<file path="src/sv/bpp_pkg.sv">
`timescale 1ns / 1ps
// ----------------------------------------------------------------------------
// bpp_pkg: shared types and constants of the broadcast packet parser
// Packet type codes, parse phases, result item layout and queue sizing.
// ----------------------------------------------------------------------------
package bpp_pkg;

  // Type byte codes as they appear on the wire
  localparam logic [7:0] KData      = 8'd1;
  localparam logic [7:0] KGossip    = 8'd2;
  localparam logic [7:0] KRequest   = 8'd3;
  localparam logic [7:0] KHeartbeat = 8'd4;

  // Packet type as reported on results (type byte minus one)
  localparam logic [1:0] PtData      = 2'd0;
  localparam logic [1:0] PtGossip    = 2'd1;
  localparam logic [1:0] PtRequest   = 2'd2;
  localparam logic [1:0] PtHeartbeat = 2'd3;

  // Result queue depth (at least two)
  localparam int unsigned FifoDepth = 4;

  typedef enum logic [3:0] {
    PH_TYPE    = 4'd0,
    PH_ORIGIN  = 4'd1,
    PH_SEQ     = 4'd2,
    PH_LEN     = 4'd3,
    PH_PAYLOAD = 4'd4,
    PH_COUNT   = 4'd5,
    PH_NODE    = 4'd6,
    PH_DONE    = 4'd7,
    PH_ERR     = 4'd8
  } phase_e;

  typedef enum logic [1:0] {
    KIND_ID      = 2'd0,
    KIND_PAYLOAD = 2'd1,
    KIND_NODE    = 2'd2,
    KIND_VERDICT = 2'd3
  } kind_e;

  typedef enum logic [1:0] {
    ERR_NONE     = 2'd0,
    ERR_UNKNOWN  = 2'd1,
    ERR_TRUNC    = 2'd2,
    ERR_TRAILING = 2'd3
  } err_e;

  typedef struct packed {
    kind_e       kind;
    logic [1:0]  ptype;
    logic [63:0] origin;
    logic [63:0] sequence_res;
    logic [63:0] node_ident;
    logic [31:0] payload_length;
    logic [7:0]  payload_byte;
    logic        accepted;
    err_e        error_code;
    logic        last_item;
  } item_t;

  // Up to two results per input beat, in order
  typedef struct packed {
    logic  v0;
    logic  v1;
    item_t item0;
    item_t item1;
  } parse_out_t;

endpackage

</file>
<file path="src/sv/bpp_parser.sv">
`timescale 1ns / 1ps
// ----------------------------------------------------------------------------
// bpp_parser: per-byte packet parse
// Holds the parse state and turns each accepted byte into up to two results.
// ----------------------------------------------------------------------------
module bpp_parser (
  input  logic                clk_i,
  input  logic                rst_ni,
  input  logic                accept_i,
  input  logic [7:0]          byte_i,
  input  logic                last_i,
  output bpp_pkg::parse_out_t res_o
);
  import bpp_pkg::*;

  phase_e      phase_q, phase_d;
  logic [1:0]  kind_q, kind_d;
  logic [2:0]  cnt_q, cnt_d;
  logic [63:0] acc_q, acc_d;
  logic [63:0] org_q, org_d;
  logic [63:0] seq_q, seq_d;
  logic [31:0] pl_q, pl_d;
  logic [15:0] hdr_q, hdr_d;
  err_e        err_q, err_d;

  logic [63:0] full;
  logic [15:0] hdr_dec;
  logic        has_item;
  item_t       itm, vrd;
  err_e        verdict;

  // Byte merged into the field being assembled, little-endian
  assign full    = acc_q | ({56'd0, byte_i} << {cnt_q, 3'b000});
  assign hdr_dec = hdr_q - 16'd1;

  // Next state and emitted results
  always_comb begin
    phase_d  = phase_q;
    kind_d   = kind_q;
    cnt_d    = cnt_q;
    acc_d    = acc_q;
    org_d    = org_q;
    seq_d    = seq_q;
    pl_d     = pl_q;
    hdr_d    = hdr_q;
    err_d    = err_q;
    has_item = 1'b0;
    itm      = '0;

    unique case (phase_q)
      PH_TYPE: begin
        if (byte_i >= KData && byte_i <= KHeartbeat) begin
          kind_d = 2'(byte_i - KData);
          if (byte_i == KGossip)         phase_d = PH_COUNT;
          else if (byte_i == KHeartbeat) phase_d = PH_NODE;
          else                           phase_d = PH_ORIGIN;
        end else begin
          kind_d  = PtData;
          err_d   = ERR_UNKNOWN;
          phase_d = PH_ERR;
        end
      end
      PH_ORIGIN: begin
        if (cnt_q == 3'd7) begin
          org_d   = full;
          acc_d   = '0;
          cnt_d   = '0;
          phase_d = PH_SEQ;
        end else begin
          acc_d = full;
          cnt_d = cnt_q + 3'd1;
        end
      end
      PH_SEQ: begin
        if (cnt_q == 3'd7) begin
          seq_d = full;
          acc_d = '0;
          cnt_d = '0;
          if (kind_q == PtData) begin
            phase_d = PH_LEN;
          end else begin
            has_item         = 1'b1;
            itm.kind         = KIND_ID;
            itm.origin       = org_q;
            itm.sequence_res = full;
            if (kind_q == PtGossip) begin
              hdr_d   = hdr_dec;
              phase_d = (hdr_dec != 16'd0) ? PH_ORIGIN : PH_DONE;
            end else begin
              phase_d = PH_DONE;
            end
          end
        end else begin
          acc_d = full;
          cnt_d = cnt_q + 3'd1;
        end
      end
      PH_LEN: begin
        if (cnt_q == 3'd3) begin
          pl_d               = full[31:0];
          acc_d              = '0;
          cnt_d              = '0;
          has_item           = 1'b1;
          itm.kind           = KIND_ID;
          itm.origin         = org_q;
          itm.sequence_res   = seq_q;
          itm.payload_length = full[31:0];
          phase_d            = (full[31:0] != 32'd0) ? PH_PAYLOAD : PH_DONE;
        end else begin
          acc_d = full;
          cnt_d = cnt_q + 3'd1;
        end
      end
      PH_PAYLOAD: begin
        has_item         = 1'b1;
        itm.kind         = KIND_PAYLOAD;
        itm.payload_byte = byte_i;
        pl_d             = pl_q - 32'd1;
        if (pl_q == 32'd1) phase_d = PH_DONE;
      end
      PH_COUNT: begin
        if (cnt_q == 3'd1) begin
          hdr_d   = full[15:0];
          acc_d   = '0;
          cnt_d   = '0;
          phase_d = (full[15:0] != 16'd0) ? PH_ORIGIN : PH_DONE;
        end else begin
          acc_d = full;
          cnt_d = cnt_q + 3'd1;
        end
      end
      PH_NODE: begin
        if (cnt_q == 3'd7) begin
          acc_d          = '0;
          cnt_d          = '0;
          has_item       = 1'b1;
          itm.kind       = KIND_NODE;
          itm.node_ident = full;
          phase_d        = PH_DONE;
        end else begin
          acc_d = full;
          cnt_d = cnt_q + 3'd1;
        end
      end
      PH_DONE: begin
        err_d   = ERR_TRAILING;
        phase_d = PH_ERR;
      end
      default: ;
    endcase

    itm.ptype = kind_d;

    // End verdict, judged on the state after this byte
    if (phase_d == PH_DONE)                             verdict = ERR_NONE;
    else if (phase_d >= PH_ERR && err_d != ERR_NONE)    verdict = err_d;
    else                                                verdict = ERR_TRUNC;

    vrd            = '0;
    vrd.kind       = KIND_VERDICT;
    vrd.ptype      = kind_d;
    vrd.accepted   = (verdict == ERR_NONE);
    vrd.error_code = verdict;
    vrd.last_item  = 1'b1;

    itm.last_item = !last_i;

    res_o.v0    = has_item | last_i;
    res_o.v1    = has_item & last_i;
    res_o.item0 = has_item ? itm : vrd;
    res_o.item1 = vrd;

    // Every verdict returns the parser to its reset state
    if (last_i) begin
      phase_d = PH_TYPE;
      kind_d  = '0;
      cnt_d   = '0;
      acc_d   = '0;
      org_d   = '0;
      seq_d   = '0;
      pl_d    = '0;
      hdr_d   = '0;
      err_d   = ERR_NONE;
    end
  end

  // Parse state, advanced once per accepted beat
  always_ff @(posedge clk_i or negedge rst_ni) begin
    if (!rst_ni) begin
      phase_q <= PH_TYPE;
      kind_q  <= '0;
      cnt_q   <= '0;
      acc_q   <= '0;
      org_q   <= '0;
      seq_q   <= '0;
      pl_q    <= '0;
      hdr_q   <= '0;
      err_q   <= ERR_NONE;
    end else if (accept_i) begin
      phase_q <= phase_d;
      kind_q  <= kind_d;
      cnt_q   <= cnt_d;
      acc_q   <= acc_d;
      org_q   <= org_d;
      seq_q   <= seq_d;
      pl_q    <= pl_d;
      hdr_q   <= hdr_d;
      err_q   <= err_d;
    end
  end

endmodule

</file>
<file path="src/sv/bpp_out_fifo.sv">
`timescale 1ns / 1ps
// ----------------------------------------------------------------------------
// bpp_out_fifo: result queue
// Takes up to two results a cycle, hands out one a cycle while pop_i is high.
// ----------------------------------------------------------------------------
module bpp_out_fifo #(
  parameter int unsigned DEPTH = bpp_pkg::FifoDepth
) (
  input  logic                clk_i,
  input  logic                rst_ni,
  input  logic                push_i,
  input  bpp_pkg::parse_out_t res_i,
  output logic                room_o,
  output logic                valid_o,
  input  logic                pop_i,
  output bpp_pkg::item_t      item_o
);
  import bpp_pkg::*;

  localparam int unsigned PtrW = (DEPTH > 1) ? $clog2(DEPTH) : 1;
  localparam int unsigned CntW = $clog2(DEPTH + 1);
  localparam logic [PtrW-1:0] LastPtr = PtrW'(DEPTH - 1);
  localparam logic [CntW-1:0] RoomMax = CntW'(DEPTH - 2);

  function automatic logic [PtrW-1:0] ptr_inc(input logic [PtrW-1:0] p);
    return (p == LastPtr) ? '0 : p + PtrW'(1);
  endfunction

  item_t           mem_q [DEPTH];
  logic [PtrW-1:0] wr_q, wr_d, rd_q, rd_d, wr_nx;
  logic [CntW-1:0] cnt_q, cnt_d;
  logic            do_pop;
  logic [1:0]      n_push;

  assign wr_nx   = ptr_inc(wr_q);
  assign do_pop  = pop_i && (cnt_q != '0);
  assign n_push  = push_i ? ({1'b0, res_i.v0} + {1'b0, res_i.v1}) : 2'd0;
  assign room_o  = (cnt_q <= RoomMax);
  assign valid_o = (cnt_q != '0);
  assign item_o  = mem_q[rd_q];

  // Pointer and fill bookkeeping
  always_comb begin
    rd_d  = do_pop ? ptr_inc(rd_q) : rd_q;
    wr_d  = wr_q;
    if (n_push == 2'd1)      wr_d = wr_nx;
    else if (n_push == 2'd2) wr_d = ptr_inc(wr_nx);
    cnt_d = cnt_q + CntW'(n_push) - CntW'(do_pop);
  end

  always_ff @(posedge clk_i or negedge rst_ni) begin
    if (!rst_ni) begin
      wr_q  <= '0;
      rd_q  <= '0;
      cnt_q <= '0;
    end else begin
      wr_q  <= wr_d;
      rd_q  <= rd_d;
      cnt_q <= cnt_d;
    end
  end

  // Result storage
  always_ff @(posedge clk_i) begin
    if (push_i && res_i.v0) mem_q[wr_q]  <= res_i.item0;
    if (push_i && res_i.v1) mem_q[wr_nx] <= res_i.item1;
  end

endmodule

</file>
<file path="src/sv/broadcast_packet_parser.sv">
`timescale 1ns / 1ps
// ----------------------------------------------------------------------------
// broadcast_packet_parser: byte-stream parser for broadcast packets
// Decodes data, gossip, request and heartbeat packets into result beats.
// ----------------------------------------------------------------------------
//  channel   dir  tdata                        tuser                tlast
//  s_axis    in   data_byte[7:0]               -                    last_byte
//  m_axis    out  origin..error_code (240 b)   item_kind,packet_type last_item
//
//  One input beat per cycle while there is room; each byte is parsed
//  combinationally from the held packet state. A byte may give two results
//  (an item and the end verdict); these leave the queue one per cycle while
//  m_axis_tready is high; input stalls only while fewer than two slots are free.
//  Reset empties the queue and puts the parser back to expecting a type byte.
// ----------------------------------------------------------------------------
module broadcast_packet_parser #(
  parameter int unsigned FIFO_DEPTH = bpp_pkg::FifoDepth
) (
  input  logic         clk_i,
  input  logic         rst_ni,
  input  logic         s_axis_tvalid,
  output logic         s_axis_tready,
  input  logic [7:0]   s_axis_tdata,  // [7:0] data_byte
  input  logic         s_axis_tlast,  // last_byte
  output logic         m_axis_tvalid,
  input  logic         m_axis_tready,
  // [63:0] origin, [127:64] sequence_res, [191:128] node_ident,
  // [223:192] payload_length, [231:224] payload_byte, [232] accepted,
  // [234:233] error_code, [239:235] zero
  output logic [239:0] m_axis_tdata,
  output logic [3:0]   m_axis_tuser,  // [1:0] item_kind, [3:2] packet_type
  output logic         m_axis_tlast   // last_item
);
  import bpp_pkg::*;

  logic       accept;
  logic       room;
  parse_out_t res;
  item_t      head;

  assign s_axis_tready = room;
  assign accept        = s_axis_tvalid && room;

  // Packet parse
  bpp_parser u_parser (
    .clk_i   (clk_i),
    .rst_ni  (rst_ni),
    .accept_i(accept),
    .byte_i  (s_axis_tdata),
    .last_i  (s_axis_tlast),
    .res_o   (res)
  );

  // Result queue
  bpp_out_fifo #(
    .DEPTH(FIFO_DEPTH)
  ) u_fifo (
    .clk_i  (clk_i),
    .rst_ni (rst_ni),
    .push_i (accept),
    .res_i  (res),
    .room_o (room),
    .valid_o(m_axis_tvalid),
    .pop_i  (m_axis_tready),
    .item_o (head)
  );

  // Output beat packing
  assign m_axis_tdata = {5'd0, head.error_code, head.accepted, head.payload_byte,
                         head.payload_length, head.node_ident, head.sequence_res,
                         head.origin};
  assign m_axis_tuser = {head.ptype, head.kind};
  assign m_axis_tlast = head.last_item;

endmodule
</file>
<file path="config.mk">
export PLATFORM = sky130hd
export DESIGN_NAME = broadcast_packet_parser
export DESIGN_NICKNAME = d
export VERILOG_FILES = /design/src/sv/bpp_pkg.sv /design/src/sv/bpp_parser.sv /design/src/sv/bpp_out_fifo.sv /design/src/sv/broadcast_packet_parser.sv
export SDC_FILE = /design/constraint.sdc
export NUM_CORES = 2
export LEC_CHECK = 0
export BUFFER_PORTS_ARGS = -buffer_cell sky130_fd_sc_hd__buf_2
export CAP_MARGIN = 20
export CORE_UTILIZATION = 30
export CTS_BUF_LIST = sky130_fd_sc_hd__clkbuf_8
export CTS_CLUSTER_DIAMETER = 120
export DETAILED_ROUTE_END_ITERATION = 8
export GPL_TIMING_DRIVEN = 1
export PLACE_DENSITY = 0.48
export REMOVE_ABC_BUFFERS = 1
export SYNTH_ARGS = -nofsm -noshare
export SYNTH_HDL_FRONTEND = slang
export SYNTH_SLANG_ARGS = --single-unit
</file>
<file path="constraint.sdc">
create_clock -name clk_i -period 10.55 [get_ports clk_i]
set_input_delay 2.11 -clock clk_i [delete_from_list [all_inputs] [get_ports clk_i]]
set_output_delay 2.11 -clock clk_i [all_outputs]
set_load 0.02 [all_outputs]
</file>
Yosys cells after proc, flatten, opt, wreduce, memory -nomap -nowiden:

Memories as Yosys holds them, arrays and structs flattened.
Index checks and enable logic that the tools add are counted.
W data, S select, Z words.

* logic and storage cells: 159
* register bits: 258
* memories: 1
* bits in latches: 0
* RAM bits: 960
* bits in read-only memories: 0

Memories
* u_fifo.mem_q: words 4, width 240, rd ports 1, clocked after Yosys merged registers in 0, write ports 2, RTL line bpp_out_fifo.sv:29 `item_t mem_q [DEPTH];`

* $mul: 0
* equal/unequal tests: 25
* div/mod/pow operators: 0
* magnitude comparators: 4
* add/subtract/negate cells: 10
* shift operators: 1
* reduce and logical (&&, ||, !) cells: 28
* bitwise logic cells: 3
* muxes and demuxes: 75

Operator list (count)
* $mux W64: 11
* $mux W128: 3
* $pmux W128 S2: 1
* $mux W240: 1
* $pmux W64 S3: 1
* $mux W32: 4
* $mux W16: 5
* $or A64 B64 Y64: 1
* $pmux W32 S2: 1
* $shl A8 B6 Y64: 1
* $mux W4: 11
* $eq A32 B1 Y1 const B: 1
* $pmux W16 S2: 1
* $pmux W4 S8: 1
* $reduce_bool A16 Y1: 2
* $reduce_bool A32 Y1: 1
* $sub A32 B1 Y32 const B: 1
* $mux W2: 15
* $mux W3: 7
* $eq A4 B3 Y1 const B: 5
* $sub A16 B1 Y16 const B: 1
* $ne A3 B2 Y1 const B: 4
* $reduce_bool A2 Y1: 5
* $pmux W3 S3: 1
* 36 further kinds: 61

Longest topological paths before layout:

* depth after elaboration: 13
* gate-level depth with buffers: 19
* gate-level depth less buffers: 16

By module:

Synthesis repeated with hierarchy kept, for this count alone.

* cells, all modules: 4286
* area, all modules: 65786.8 µm²

By module, submodules not included
* bpp_out_fifo: sequential area each 29002.8 µm², instances 1, area an instance 50124.3 µm², cells an instance 2377
* bpp_parser: sequential area each 6281.0 µm², instances 1, area an instance 15615.0 µm², cells an instance 1902
* broadcast_packet_parser: sequential area each 0.0 µm², instances 1, area an instance 47.5 µm², cells an instance 7

Worst setup path before layout:

OpenSTA, ideal clock, no wires.

* kind: input to register
* start point: input port s_axis_tdata[0]
* end point: memory u_fifo.mem_q[0][2] (netlist bit) (data pin)
* setup slack: 5.973 ns
* data arrival time: 4.305 ns
* required time: 10.278 ns
* setup time: 0.272 ns
* stages: 11
* cells stage by stage: clkbuf_1 > clkbuf_1 > inv_1 > ha_1 > inv_1 > a21oi_1 > nor3b_1 > o31ai_1 > mux2i_1 > nor2_1 > a211oi_1

RTL lines
* from (decl): RTL line broadcast_packet_parser.sv:23 `input logic [7:0] s_axis_tdata,`
* to (decl): RTL line bpp_out_fifo.sv:29

==> summary.md <==
| Metric | Value |
|---|---|
| Critical Path Slowest Stage Cell | sky130_fd_sc_hd__buf_4 |
| Leading cell type by number of instances after synthesis | sky130_fd_sc_hd__dfxtp_1 |
| Max-slew violations | 0 |
| Primary FF master, synth | sky130_fd_sc_hd__dfxtp_1 |
| Die area | 162,000 um2 |
| Initial Util | 30.4% |
| CTS Buf Count | 204 |
| Clock tree root buffer cell | sky130_fd_sc_hd__clkbuf_8 |
| Clock-pin transition on the worst setup and hold timing paths | 0.06 ns |
| Warnings, synthesis | 0 |
| Half-perimeter wire length after placement | 101 mm |
| Initial DRT Pass Iterations | 8 |
| Summed negative setup slack over all endpoints | 0 ns |
| Final setup violation count | 0 |
| Count of buffers from port buffering | 254 |
| Cell types occupying the most area after synthesis | sky130_fd_sc_hd__dfxtp_1 39%, sky130_fd_sc_hd__dfrtp_1 13%, sky130_fd_sc_hd__a22o_1 12%, sky130_fd_sc_hd__mux4_2 11%, sky130_fd_sc_hd__o21ai_0 4.6% |
| Setup ws final | 4.26 ns |
| IO Count | 260 |
| Post-cts gate resize count | 0 |
| Die outline width | 403 um |
| Remaining Overflow, GRT | 0 |
| Post CTS Setup Buffer Count | 0 |
| Relative slew margins | 18.5% |
| Ordered list of cells on the worst path | ha_1 -> ha_1 -> nor2b_1 -> nand2_1 -> nor2_1 -> o21ai_4 -> nand3_1 -> nor2_1 -> inv_1 -> ha_1 -> nand2_1 -> nand2_1 -> nand2_4 -> buf_4 -> buf_4 -> a22o_1 |
| Final Hold Vio Count | 0 |
| Initial antenna violation count | 18 |
| CTS hold repair buffers | 0 |
| Leakage power of the design | 22.3 nW |
| Cells after Synth | 4,405 |
| Overall Global Routing Usage | 20.8% |
| Arrival @ worst endpoint | 7.15 ns |
| Detailed-route DRC error count | 0 |
| Post-Route Utilization | 35.1% |
| Fillers | 16,000 |
| Vias in the first global route | 36,400 |
| Share of layout cells above drive strength 1 | 21.0% |
| Clock Skews | 0.0567 ns |
| Classification of the worst setup path | register to register |
| Clock Sink Count | 1,218 |
| CP peak stage delay | 0.83 ns |
| Critical Path RT | 11.41 ns |
| Cell area after layout | 55,900 um2 |
| Largest net degree at the start of global routing | 153 |
| Net total in the final layout | 4,584 |
| Largest vdd supply drop | 0.166 mV |
| Global-route wire length before repair | 254 mm |
| Relative area change from synthesis to final layout | 15.8% |
| Number of H-tree levels | 4 |
| Post-DR wirelength/cell | 25.3 um |
| Critical Path Source Type | register |
| Cell family with most CP delay | simple AND/OR/NAND/NOR gates |
| Worst Setup Slack post-DPL | 4.28 ns |
| Total standard cell area after synthesis | 48,200 um2 |
| Placer Congestion | 0.852 |
| Worst-Skew Late Latency | 0.95 ns |
| Share of synthesized registers carrying an async set or reset | 21.2% |
| Average footprint of a synthesized cell | 11.0 um2 |
| Remaining antenna violation count after routing | 0 |
| Fin crit share | 59.6% |
| Top cell type's share of synthesized area | 39.0% |
| Via density | 5.46 |
| Power Density | 229 nW/um2 |
| Clock tree from TritonCTS | done |
| Leading post-synthesis cells by instance count | 940 x sky130_fd_sc_hd__dfxtp_1, 646 x sky130_fd_sc_hd__a22o_1, 563 x sky130_fd_sc_hd__nand2_1 |
| Cell row count | 146 |
| Worst Setup End Kind | register |
| Slew of the pin with the lowest slew margin | 1.22 ns |
| Post-synth top area cell | sky130_fd_sc_hd__dfxtp_1 |
| Result of the run | complete, no violations |
| Number of DRC violations after detailed-routing iteration 0 | 3,197 |
| Register bit total from synthesis | 1,218 |
| Total via count after detailed routing | 37,100 |
| Area of the core region | 159,000 um2 |
| Number of enable-type register cells in the synthesized netlist | 20 |
| Buffers & Inverters on Critical Path | 3 |
| Drt total wl | 172 mm |
| Placed instance area | 51,400 um2 |
| Worst hold slack across all endpoints | 0.447 ns |
| Final period demand of the worst path | 6.29 ns |
| Vertical extent of the die | 403 um |
| Longest Clk Path Bufs | 3 |
| Worst Path Max Fanout | 61 |
| Class of the worst hold path | register to register |
| Max Fclk | 0.159 GHz |
| Post-synthesis sequential area ratio | 53.6% |
| Number of max-capacitance violations reported | 0 |
| Setup repair after global routing missed its margin | false |
| Number of distinct library cell variants in the gate-level netlist after synthesis | 71 |
## worst reg2reg max path: stages (launching register included)
cell and delay [ns]:
sky130_fd_sc_hd__dfrtp_1 0.72, sky130_fd_sc_hd__ha_1 0.44, sky130_fd_sc_hd__ha_1 0.25, sky130_fd_sc_hd__nor2b_1 0.19, sky130_fd_sc_hd__nand2_1 0.23, sky130_fd_sc_hd__nor2_1 0.17
sky130_fd_sc_hd__o21ai_4 0.30, sky130_fd_sc_hd__nand3_1 0.36, sky130_fd_sc_hd__nor2_1 0.23, sky130_fd_sc_hd__inv_1 0.13, sky130_fd_sc_hd__ha_1 0.41, sky130_fd_sc_hd__nand2_1 0.16
sky130_fd_sc_hd__nand2_1 0.09, sky130_fd_sc_hd__nand2_4 0.69, sky130_fd_sc_hd__buf_4 0.83, sky130_fd_sc_hd__buf_4 0.75, sky130_fd_sc_hd__a22o_1 0.31
## report_power, final
| part | internal, W | switching, W |
|---|---|---|
| logic | 0.000978 | 0.00205 |
| registers | 0.00490 | 0.000387 |
| clock network | 0.00241 | 0.00205 |
## metal layers
layer,track usage [%],wire length [um],part of all wire (%),vias to the layer above
met5,0,13,0.0076,-
met4,6.72,4630,2.7,2
met3,3.17,9090,5.3,255
met2,31.9,78000,45,1168
met1,29.7,80200,47,19000
li1,-,-,-,16600
## cells in the final DEF, fill, tap and decap left out, types with 6 or more instances in the layout
| cell | n |
|---|---|
| sky130_fd_sc_hd__clkbuf_8 | 263 |
| sky130_fd_sc_hd__dfxtp_1 | 940 |
| sky130_fd_sc_hd__mux4_2 | 240 |
| sky130_fd_sc_hd__o31ai_1 | 78 |
| sky130_fd_sc_hd__clkinv_8 | 6 |
| sky130_fd_sc_hd__edfxtp_1 | 20 |
| sky130_fd_sc_hd__ha_1 | 27 |
| sky130_fd_sc_hd__nand2b_1 | 33 |
| sky130_fd_sc_hd__o21ai_0 | 447 |
| sky130_fd_sc_hd__o21ai_1 | 67 |
| sky130_fd_sc_hd__nand4_1 | 7 |
| sky130_fd_sc_hd__o22a_1 | 6 |
| sky130_fd_sc_hd__a22oi_1 | 6 |
| sky130_fd_sc_hd__nor2_1 | 196 |
| sky130_fd_sc_hd__nor3_1 | 28 |
| sky130_fd_sc_hd__nand2_4 | 8 |
| sky130_fd_sc_hd__nor2b_1 | 15 |
| sky130_fd_sc_hd__inv_1 | 104 |
| sky130_fd_sc_hd__a31oi_1 | 29 |
| sky130_fd_sc_hd__or3_1 | 6 |
| sky130_fd_sc_hd__a22o_1 | 646 |
| sky130_fd_sc_hd__nand3_1 | 12 |
| sky130_fd_sc_hd__buf_12 | 6 |
| sky130_fd_sc_hd__a21oi_1 | 150 |
| sky130_fd_sc_hd__nor4_1 | 13 |
| sky130_fd_sc_hd__nand2_1 | 555 |
| sky130_fd_sc_hd__clkinv_2 | 25 |
| sky130_fd_sc_hd__a21o_1 | 15 |
| sky130_fd_sc_hd__mux2_2 | 34 |
| sky130_fd_sc_hd__buf_4 | 60 |
| sky130_fd_sc_hd__a211oi_1 | 7 |
| sky130_fd_sc_hd__buf_2 | 252 |
| sky130_fd_sc_hd__or2_2 | 31 |
| sky130_fd_sc_hd__and3_1 | 9 |
| sky130_fd_sc_hd__bufinv_16 | 6 |
| sky130_fd_sc_hd__dfrtp_1 | 256 |
## final timing paths
check | startpoint | to | slack (ns) | depth (start not counted)
worst min-delay path | u_fifo.mem_q[2][107]$_SDFFE_PP0P_ | u_fifo.mem_q[2][107]$_SDFFE_PP0P_ | 0.45 | 2
worst min register to register | u_fifo.mem_q[2][107]$_SDFFE_PP0P_ | u_fifo.mem_q[2][107]$_SDFFE_PP0P_ | 0.45 | 2
min in group asynchronous | rst_ni | u_fifo.rd_q[0]$_DFFE_PN0P_ | 1.06 | 1
worst max-delay path | u_parser.cnt_q[0]$_DFFE_PN0P_ | u_fifo.mem_q[3][138]$_SDFFE_PP0P_ | 4.26 | 16
max in group asynchronous | rst_ni | u_parser.seq_q[27]$_DFFE_PN0P_ | 8.08 | 2
worst max register to register | u_parser.cnt_q[0]$_DFFE_PN0P_ | u_fifo.mem_q[3][138]$_SDFFE_PP0P_ | 4.26 | 16
## registers in the layout, indices dropped and copies added (netlist names), 3 cells and up
register and flops:
u_parser.hdr_q 16, u_parser.seq_q 64, u_fifo.cnt_q 3, u_parser.pl_q 32, u_fifo.mem_q 960, u_parser.cnt_q 3
u_parser.acc_q 64, u_parser.phase_q 4, u_parser.org_q 64
## final cells by class
class,count,area (um2),area share [%]
clock inverters,119,788,1.41
diodes,4,10.0,0.0179
repair buffers,320,1860,3.33
inverters,35,131,0.235
flip-flops and latches,1218,25900,46.3
clock buffers,263,3620,6.48
well taps,2072,2590,4.64
multi-input cells,2764,21000,37.6
## per-stage QoR
step	instances	total power (W)
after global routing	6793	0.0134
final	6795	0.0128
after CTS	6791	0.0129
after global placement	6409	0.00841
after floorplan	4017	0.00735
after detailed placement	6409	0.00842
## logic make-up (layout without fill, tap and decap cells)
logic type      after synthesis  after routing  synth area share [%]
compound gates             1477           1477                  21.2
flops                      1218           1218                  53.6
simple gates                971            971                  8.84
buf+inv                     427            737                  3.38
mux                         275            275                  12.0
fa+ha+maj                    28             28                 0.742
xor+xnor                      8              8                 0.161
other cells                   1              9               0.00777
(Power assumes the default switching activity.)
